**config.mk**
```make
export PLATFORM = sky130hd
export DESIGN_NAME = strmi_front
export DESIGN_NICKNAME = d
export VERILOG_FILES = /design/src/rtl/core/strmi_pkg.sv /design/src/rtl/core/strmi_front.sv
export SDC_FILE = /design/constraint.sdc
export NUM_CORES = 1
export LEC_CHECK = 0
export BUFFER_PORTS_ARGS = -buffer_cell sky130_fd_sc_hd__buf_4
export CORE_MARGIN = 2
export CORE_UTILIZATION = 30
export DETAILED_ROUTE_END_ITERATION = 7
export PLACE_DENSITY_LB_ADDON = 0.3
export SETUP_SLACK_MARGIN = 0.5
export SLEW_MARGIN = 20
export SYNTH_ARGS = -nofsm -noshare
export SYNTH_HDL_FRONTEND = slang
export SYNTH_SLANG_ARGS = --single-unit
```
**constraint.sdc**
```tcl
create_clock -name aclk -period 6.3 [get_ports aclk]
set_clock_uncertainty 0.05 [all_clocks]
set_input_delay 1.26 -clock aclk [delete_from_list [all_inputs] [get_ports aclk]]
set_output_delay 1.26 -clock aclk [all_outputs]
set_load 0.02 [all_outputs]
```
**src/rtl/core/strmi_pkg.sv**
```systemverilog
// ============================================================================
// Sparse-table range-minimum package
// Shared constants, command codes and the front-to-back command record.
// ============================================================================
package strmi_pkg;

    localparam int DefMaxPositions = 1024;
    localparam int DefValueBits    = 64;
    localparam int IdxW            = 11;
    localparam int CmdW            = 2;
    localparam int StatW           = 2;

    localparam logic [CmdW-1:0] CMD_LOAD  = 2'd0;
    localparam logic [CmdW-1:0] CMD_BUILD = 2'd1;
    localparam logic [CmdW-1:0] CMD_QUERY = 2'd2;

    localparam logic [StatW-1:0] ST_OK      = 2'd0;
    localparam logic [StatW-1:0] ST_EMPTY   = 2'd1;
    localparam logic [StatW-1:0] ST_RANGE   = 2'd2;
    localparam logic [StatW-1:0] ST_NOBUILD = 2'd3;

    typedef enum logic [1:0] {
        OP_REPLY = 2'd0,
        OP_LOAD  = 2'd1,
        OP_BUILD = 2'd2,
        OP_QUERY = 2'd3
    } op_t;

    // Classified item handed from the front part to the back part.
    typedef struct packed {
        op_t              op;
        logic [StatW-1:0] status;
        logic [IdxW-1:0]  pos;
        logic [IdxW-1:0]  lo;
        logic [IdxW-1:0]  hi;
        logic [3:0]       lvl;
        logic [63:0]      value;
    } job_t;

    function automatic logic [3:0] flog2(input logic [IdxW-1:0] x);
        logic [3:0] r;
        r = '0;
        for (int b = 0; b < IdxW; b++) begin
            if (x[b]) begin
                r = 4'(b);
            end
        end
        return r;
    endfunction

endpackage

```
**src/rtl/core/strmi_front.sv**
```systemverilog
// ============================================================================
// Sparse-table front part
// Accepts items, checks them against the used count and the built mark and
// forms a job for the back part.
// ============================================================================
module strmi_front
    import strmi_pkg::*;
#(
    parameter int MAX_POSITIONS = DefMaxPositions,
    parameter int VALUE_BITS    = DefValueBits
) (
    input  logic                  aclk,
    input  logic                  aresetn,
    input  logic                  cfg_we,
    input  logic [IdxW-1:0]       cfg_wdata,
    input  logic                  in_valid,
    output logic                  in_ready,
    input  logic [CmdW-1:0]       in_cmd,
    input  logic [IdxW-1:0]       in_pos,
    input  logic [VALUE_BITS-1:0] in_value,
    input  logic [IdxW-1:0]       in_lo,
    input  logic [IdxW-1:0]       in_hi,
    output logic [IdxW-1:0]       used_count,
    output logic                  job_valid,
    input  logic                  job_ready,
    output job_t                  job
);

    localparam logic [IdxW-1:0] MaxPos = IdxW'(MAX_POSITIONS);

    logic [IdxW-1:0] used_reg;
    logic            built_reg;
    job_t            q_reg [2];
    logic [1:0]      cnt_reg;
    logic            wp_reg, rp_reg;
    job_t            j;
    logic            push, pop;

    assign used_count = used_reg;
    assign in_ready   = (cnt_reg != 2'd2);
    assign push       = in_valid && in_ready;
    assign pop        = job_valid && job_ready;
    assign job_valid  = (cnt_reg != 2'd0);
    assign job        = q_reg[rp_reg];

    always_comb begin
        j        = '0;
        j.pos    = in_pos;
        j.lo     = in_lo;
        j.hi     = in_hi;
        j.value  = 64'(signed'(in_value));
        j.lvl    = flog2(in_hi - in_lo + IdxW'(1));
        j.op     = OP_REPLY;
        j.status = ST_OK;
        case (in_cmd)
            CMD_LOAD: begin
                if (in_pos == '0 || in_pos > used_reg) begin
                    j.status = ST_RANGE;
                end else begin
                    j.op = OP_LOAD;
                end
            end
            CMD_BUILD: j.op = OP_BUILD;
            CMD_QUERY: begin
                if (!built_reg) begin
                    j.status = ST_NOBUILD;
                end else if (in_lo > in_hi) begin
                    j.status = ST_EMPTY;
                end else if (in_lo == '0 || in_hi > used_reg) begin
                    j.status = ST_RANGE;
                end else begin
                    j.op = OP_QUERY;
                end
            end
            default: j.op = OP_REPLY;
        endcase
    end

    always_ff @(posedge aclk) begin
        if (!aresetn) begin
            used_reg  <= MaxPos;
            built_reg <= 1'b0;
            cnt_reg   <= '0;
            wp_reg    <= 1'b0;
            rp_reg    <= 1'b0;
        end else begin
            if (cfg_we) begin
                built_reg <= 1'b0;
                if (cfg_wdata == '0) begin
                    used_reg <= IdxW'(1);
                end else if (cfg_wdata > MaxPos) begin
                    used_reg <= MaxPos;
                end else begin
                    used_reg <= cfg_wdata;
                end
            end else if (push && j.op == OP_LOAD) begin
                built_reg <= 1'b0;
            end else if (push && j.op == OP_BUILD) begin
                built_reg <= 1'b1;
            end
            if (push) begin
                wp_reg <= ~wp_reg;
            end
            if (pop) begin
                rp_reg <= ~rp_reg;
            end
            cnt_reg <= cnt_reg + 2'(push) - 2'(pop);
        end
    end

    always_ff @(posedge aclk) begin
        if (push) begin
            q_reg[wp_reg] <= j;
        end
    end

endmodule

```
==> metrics.md, run 1 <==
| Metric | Value |
|---|---|
| Part of the power in registers | 41.1% |
| Routed Antenna Nets | 0 |
| Largest register FFs | 210 |
| Hold wc startpoint | used_count[5] |
| Row count | 66 |
| Synth area leaders | edfxtp_1, mux2_2, ha_1 |
| Worst Hold Path EP | used_count[5] |
| P_sw | 1.39 mW |
| Reg clk slew, reported paths | 0.06 ns |
| Static leakage | 4.98 nW |
| RSZ-0062 raised after global routing | no |
| Worst-margin pin slew | 0.842 ns |
| Share of layout cells above drive strength 1 | 44.6% |
| IO Count | 233 |
| Crit path DAT | 2.30 ns |
| Post-synth cell types | 57 |
| Flops & latches, synth | 227 |
| Worst hold path cell count | 1 |
| Final period util | 57.4% |
| Crit path max fanout | 44 |
| Mapped Cells | 609 |
| Share of the synthesized area in the top cell type | 64.3% |
| Vias in the first global route | 5788 |
| DRT Pass-1 Iters | 4 |
| Sequential share of the synthesized area | 67.8% |
| DR iter-0 viols | 176 |
| Detailed Route WL | 22600 um |
| CTS tree | done |
| Initial core utilization | 30.3% |
| Syn. warnings | 0 |
| Core Box Area | 32400 sq um |
| GPL Wtd Cong | 0.761 |
| Post-cts gate resize count | 0 |
| DR vias | 5858 |
| Count leader, synth | edfxtp_1 |
| Crit path required time | 4.99 ns |
| WHS | 0.487 ns |
| Die Span X | 185 um |
| Final setup TNS | 0 ns |
| Area delta synth->final | 31.5% |
| Flop2flop setup slack | 3.82 ns |
| Fin nets | 1027 |
| Dominant synthesized flop cell | edfxtp_1 |
| # hold bufs at CTS | 0 |
| Worst setup EP type | output port |
| Die area | 34100 sq um |
| Setup Buffers After CTS | 0 |
| Power density over the cells | 364 nW/um^2 |
| Clock power share | 30.0% |
| Fmax | 277 MHz |
| Top cells by count, synth | edfxtp_1, mux2_2, ha_1, inv_1, nor2_1 |
| Max VDD drop | 0.000175 V |
| R2R cell count | 3 |
| Post-synthesis average cell area | 16.1 sq um |
| Pin count of the biggest net entering global routing | 59 |
| Drt drc | 0 |
| Wire length per cell | 17.1 um |
| DIE HEIGHT | 185 um |
| Root buf cell | clkbuf_16 |
| Crit path kind | reg2out |
| Type of element launching the critical path | flop |
| Syn nets | 777 |
| Async S/R FF share, synth | 0% |
| Final Util | 39.8% |
| RR Startpoint | cnt_reg[0] |
| Setup WS pre-CTS | 2.54 ns |
| Cell taking the most area after synthesis | edfxtp_1 |
| Hpwl dp | 16200 um |
| Initial antenna violation count | 0 |
| Max Slew Vio Count | 0 |
| CTS Buffer Depth | 3 |
| Sw Ratio | 29.7% |
| GRT Total Usage | 12.6% |
| Status | finished, final reports clean |
| Capturing point of the worst reg2reg path | q_reg[1][5] |
| Overflow after GRT | 0 |
| Port Buffers | 232 |
| Min Tclk post-route | 3.61 ns |
| TritonCTS Buffers | 27 |
| Post-synth EDFFs | 210 |
| Setup violations, final | 0 |
| Vias/cell | 4.44 |
| Setup WS post-layout | 2.69 ns |
| Htree depth | 1 |
| # Max-Cap Violations | 0 |
| Final Hold Vio Count | 0 |
| Global-route wire length before repair | 33200 um |
| Max transition margin | 43.9% |
| Tightest Hold Check Type | reg2reg |
| Synthesized cell area | 9800 sq um |
| Clock sinks | 227 |
| ANT cells | 0 |
| Power Internal | 3.29 mW |
| Gate power share | 28.9% |
| Clk Latency, worst-skew pair | 0.52 ns |
cells by family (layout without fill, tap and decap cells):
family | count (synthesis) | after routing | synth area share [%]
buffers and inverters | 55 | 324 | 2.17
AOI/OAI and AO/OA | 66 | 66 | 4.81
and+or+nand+nor | 90 | 90 | 5.06
xor gates and xnor gates | 12 | 12 | 1.07
adders and majority gates | 53 | 53 | 6.92
muxes | 106 | 106 | 12.2
DFF | 227 | 227 | 67.8
area by class of cell:
type / count / area, sq um
fillers: 3109 / 19500
inverters: 39 / 146
repair buffers: 237 / 1780
clock buffers: 32 / 694
flip-flops and latches: 227 / 6650
clock inverters: 16 / 106
well taps: 442 / 553
multi-input cells: 327 / 2960
power by group through the flow:
| stage | Combinational (mW) | Sequential [mW] | Clock (mW) |
|---|---|---|---|
| after global placement | 1.38 | 1.95 | 0 |
| final | 1.35 | 1.92 | 1.41 |
| after floorplan | 0.838 | 1.94 | 0 |
| after global routing | 1.46 | 1.94 | 1.51 |
| after CTS | 1.39 | 1.93 | 1.45 |
| after detailed placement | 1.38 | 1.96 | 0 |
placed cells by master, fill, tap and decap left out, types with 2 or more instances in the layout:
| cell type | Yosys | layout |
|---|---|---|
| dfxtp_1 | 17 | 16 |
| or4b_1 | 2 | 2 |
| clkinv_1 | 0 | 7 |
| and3b_1 | 2 | 2 |
| fa_1 | 2 | 2 |
| mux2_2 | 105 | 105 |
| ha_1 | 51 | 51 |
| xor2_1 | 7 | 7 |
| nor2_1 | 19 | 18 |
| o211ai_1 | 2 | 2 |
| nand2b_1 | 6 | 6 |
| a22o_1 | 6 | 6 |
| and3_1 | 3 | 2 |
| inv_6 | 0 | 2 |
| and3_4 | 1 | 2 |
| clkbuf_1 | 6 | 5 |
| o21bai_1 | 2 | 2 |
| nor4_1 | 7 | 7 |
| o21ai_0 | 9 | 9 |
| nor3_1 | 4 | 4 |
| buf_4 | 0 | 237 |
| a21o_1 | 5 | 5 |
| a211oi_1 | 6 | 6 |
| nand4_1 | 5 | 5 |
| nor2b_1 | 8 | 8 |
| inv_1 | 39 | 39 |
| clkinv_2 | 0 | 5 |
| nand3b_1 | 2 | 2 |
| a21oi_1 | 14 | 14 |
| nand2_1 | 11 | 11 |
| edfxtp_1 | 210 | 210 |
| and2_1 | 7 | 7 |
| xnor2_1 | 5 | 5 |
| or2_2 | 2 | 2 |
| nand3_1 | 8 | 8 |
| o22ai_1 | 3 | 3 |
| clkbuf_16 | 0 | 27 |
worst max-delay path by stage:
stage / startpoint / endpoint / slack [ns] / cells after the start
after floorplan: in_valid / q_reg[0][0] / 1.70 / 2
after CTS: flop / job[13] / 2.59 / 3
after global placement: in_lo[7] / q_reg[0][67] / 2.58 / 10
after global routing: flop / job[10] / 2.55 / 3
after detailed placement: in_lo[7] / q_reg[1][66] / 2.54 / 10
final: flop / job[13] / 2.69 / 3
layer usage:
layer	vias up	global-route usage (%)	routed length, um
li1	2821	-	-
met1	2815	15.7	9650
met2	184	21.1	10500
met3	38	3.69	1750
met4	0	4.03	721
met5	-	0	0
worst max-delay path, stage by stage (launching register included):
cell,delay [ns]
dfxtp_4,0.58
buf_4,0.58
mux2_2,0.42
buf_4,0.17
metrics by stage:
stage	cell area [sq um]	cells	power, mW
final	12900	1320	4.68
after global routing	12900	1320	4.91
after CTS	12900	1320	4.77
after detailed placement	12100	1272	3.34
after global placement	12100	1272	3.33
after floorplan	9800	609	2.78
No activity file was read; power rests on OpenSTA's default activity.
==> run 2, diff against run 1 <==
clock period = 3.7 ns   (was 6.3 ns; I/O delays follow)
==> metrics.md, run 2 (synthesized netlist as in run 1, its figures left out) <==
| Metric | Value |
|---|---|
| Status | finished, final reports clean |
| TritonCTS Buffers | 25 (-7.4%) |
| Reg clk slew, reported paths | 0.06 ns (about the same) |
| Type of element launching the critical path | flop |
| Crit-path cells | buf_12, mux2_2, buf_4 |
| Cells after DPL | 1273 (+0.079%) |
| Clk Latency, worst-skew pair | 0.52 ns (about the same) |
| Worst setup EP type | output port |
| Max transition margin | 52.3% (+8.5 points) |
| Fmax | 332 MHz |
| CTS Buffer Depth | 3 (unchanged) |
| Final Util | 39.9% (+0.058 points) |
| # Max-Cap Violations | 0 (unchanged) |
| Pwr Total | 7.94 mW (+69%) |
| Setup Buffers After CTS | 0 (unchanged) |
| Part of the power in registers | 41.7% (+0.6 points) |
| Row count | 66 (unchanged) |
| Most common cell after layout, fill and taps aside | buf_4 |
| Vias/cell | 4.38 (-1.3%) |
| Static leakage | 4.98 nW (about the same) |
| Commonest non-fill, non-tap cells in the layout | buf_4, edfxtp_1, mux2_2 |
| Min Tclk post-route | 3.01 ns |
| Power density over the cells | 615 nW/um^2 (+69%) |
| Capture point of the worst path | job[15] |
| ANT cells | 0 (unchanged) |
| Hold wc startpoint | in_value[52] |
| IO Count | 233 (unchanged) |
| Core Box Area | 32400 sq um (unchanged) |
| # hold bufs at CTS | 0 (unchanged) |
| Max VDD drop | 0.000321 V (+83%) |
| Final instance area | 12900 sq um (+0.15%) |
| Crit path buffers/inverters | 2 (unchanged) |
| RR Startpoint | used_count[4] |
| Routed Antenna Nets | 0 (unchanged) |
| Power Internal | 5.61 mW (+70%) |
| Final setup TNS | 0 ns (unchanged) |
| DIE HEIGHT | 185 um (unchanged) |
| Flop2flop setup slack | 1.27 ns (-2.55 ns) |
| Clock sinks | 227 (unchanged) |
| Crit path kind | reg2out |
| Die Span X | 185 um (unchanged) |
| Largest register FFs | 210 (unchanged) |
| Initial antenna violation count | 0 (unchanged) |
| Post-cts gate resize count | 0 (unchanged) |
| Crit path DAT | 2.22 ns (-0.08 ns) |
| R2R cell count | 8 (+5) |
| Setup violations, final | 0 (unchanged) |
| Port Buffers | 232 (unchanged) |
| Fin nets | 1026 (-0.097%) |
| DR vias | 5769 (-1.5%) |
| DR iter-0 viols | 280 (+59%) |
| Sw Ratio | 29.3% (-0.39 points) |
| Max stage delay cell, worst path | dfxtp_4 |
| GPL Wtd Cong | 0.781 (+2.6%) |
| Clock power share | 29.4% (-0.6 points) |
| Share of layout cells above drive strength 1 | 44.7% (about the same) |
| Tightest Hold Check Type | in2reg |
| Die area | 34100 sq um (unchanged) |
| WHS | 0.359 ns (-0.128 ns) |
| Pin count of the biggest net entering global routing | 106 (+80%) |
| Overflow after GRT | 0 (unchanged) |
| Final period util | 81.4% |
| Area delta synth->final | 31.6% |
| Max Slew Vio Count | 0 (unchanged) |
| CP delay by family, top | flip-flops |
| Worst-margin pin slew | 0.715 ns (-0.127 ns) |
| Setup WS post-layout | 0.689 ns (-2.00 ns) |
| Htree depth | 1 (unchanged) |
| Root buf cell | clkbuf_16 |
| Gate power share | 29.0% (about the same) |
| Drt drc | 0 (unchanged) |
| Final Non-Filler Cells | 1317 (-0.23%) |
| RSZ-0062 raised after global routing | no |
| Max incr delay on CP | 0.79 ns (+0.21 ns) |
| P_sw | 2.33 mW (+67%) |
| Capturing point of the worst reg2reg path | q_reg[1][103] |
| GRT Total Usage | 12.5% (-0.15 points) |
| Vias in the first global route | 5874 (+1.5%) |
| Wire length per cell | 17.0 um (-0.69%) |
| Crit path required time | 2.91 ns (-2.08 ns) |
| Detailed Route WL | 22400 um (-0.91%) |
| Post-DP Area | 12100 sq um (+0.37%) |
| Worst path depth | 3 (unchanged) |
| Setup WS pre-CTS | 0.417 ns (-2.12 ns) |
| Crit path max fanout | 43 (-2.3%) |
| Hpwl dp | 15600 um (-3.2%) |
| CTS tree | done |
| DRT Pass-1 Iters | 4 (unchanged) |
| Initial core utilization | 30.3% (unchanged) |
| Global-route wire length before repair | 32800 um (-1.2%) |
| Final Hold Vio Count | 0 (unchanged) |
-- run 2: changes by cell type in the layout (fill, tap and decap cells not counted), sizes merged --
cell | previous run | this run
clkinv | 12 | 7
buf | 237 | 238
inv | 41 | 40
clkbuf | 32 | 34
-- run 2: power by group through the flow --
stage | Combinational [mW] | Clock (mW) | Sequential (mW)
3_3_place_gp | 2.34 | 0 | 3.36
3_5_place_dp | 2.34 | 0 | 3.37
2_1_floorplan | 1.43 | 0 | 3.29
4_1_cts | 2.35 | 2.42 | 3.32
6_report | 2.30 | 2.33 | 3.31
5_1_grt | 2.47 | 2.51 | 3.35
-- run 2: worst min-delay path by stage --
stage	slack (ns)	cells past startpoint	end
2_1_floorplan	0.45	2	flop
3_3_place_gp	0.47	2	rp_reg
3_5_place_dp	0.48	2	flop
4_1_cts	0.31	1	q_reg[0][52]
5_1_grt	0.32	1	q_reg[1][50]
6_report	0.36	1	q_reg[1][52]
-- run 2: worst register-to-register path, cell delays in order, from the launching register on --
cell and delay [ns]:
dfxtp_1 0.39, inv_1 0.12, ha_1 0.31, nand4_1 0.13, nor3_1 0.26, or2_2 0.15, o221ai_1 0.19, or4b_1 0.56
o21ai_1 0.12
-- run 2: final cells by class --
cell class	count	area, sq um
fill	3093	19500
sequential	227	6650
multi-input combinational	327	2960
timing repair buffer	238	1820
clock buffer	34	699
tap	442	553
inverter	39	146
clock inverter	10	75.1
-- run 2: routing by layer --
layer	global-route usage, %	vias up	share of wire (%)	wire, um
li1	-	2823	-	-
met1	16.1	2741	45	9990
met2	21.0	174	47	10500
met3	3.06	31	6.6	1490
met4	2.98	0	2.0	451
met5	0	-	0	0
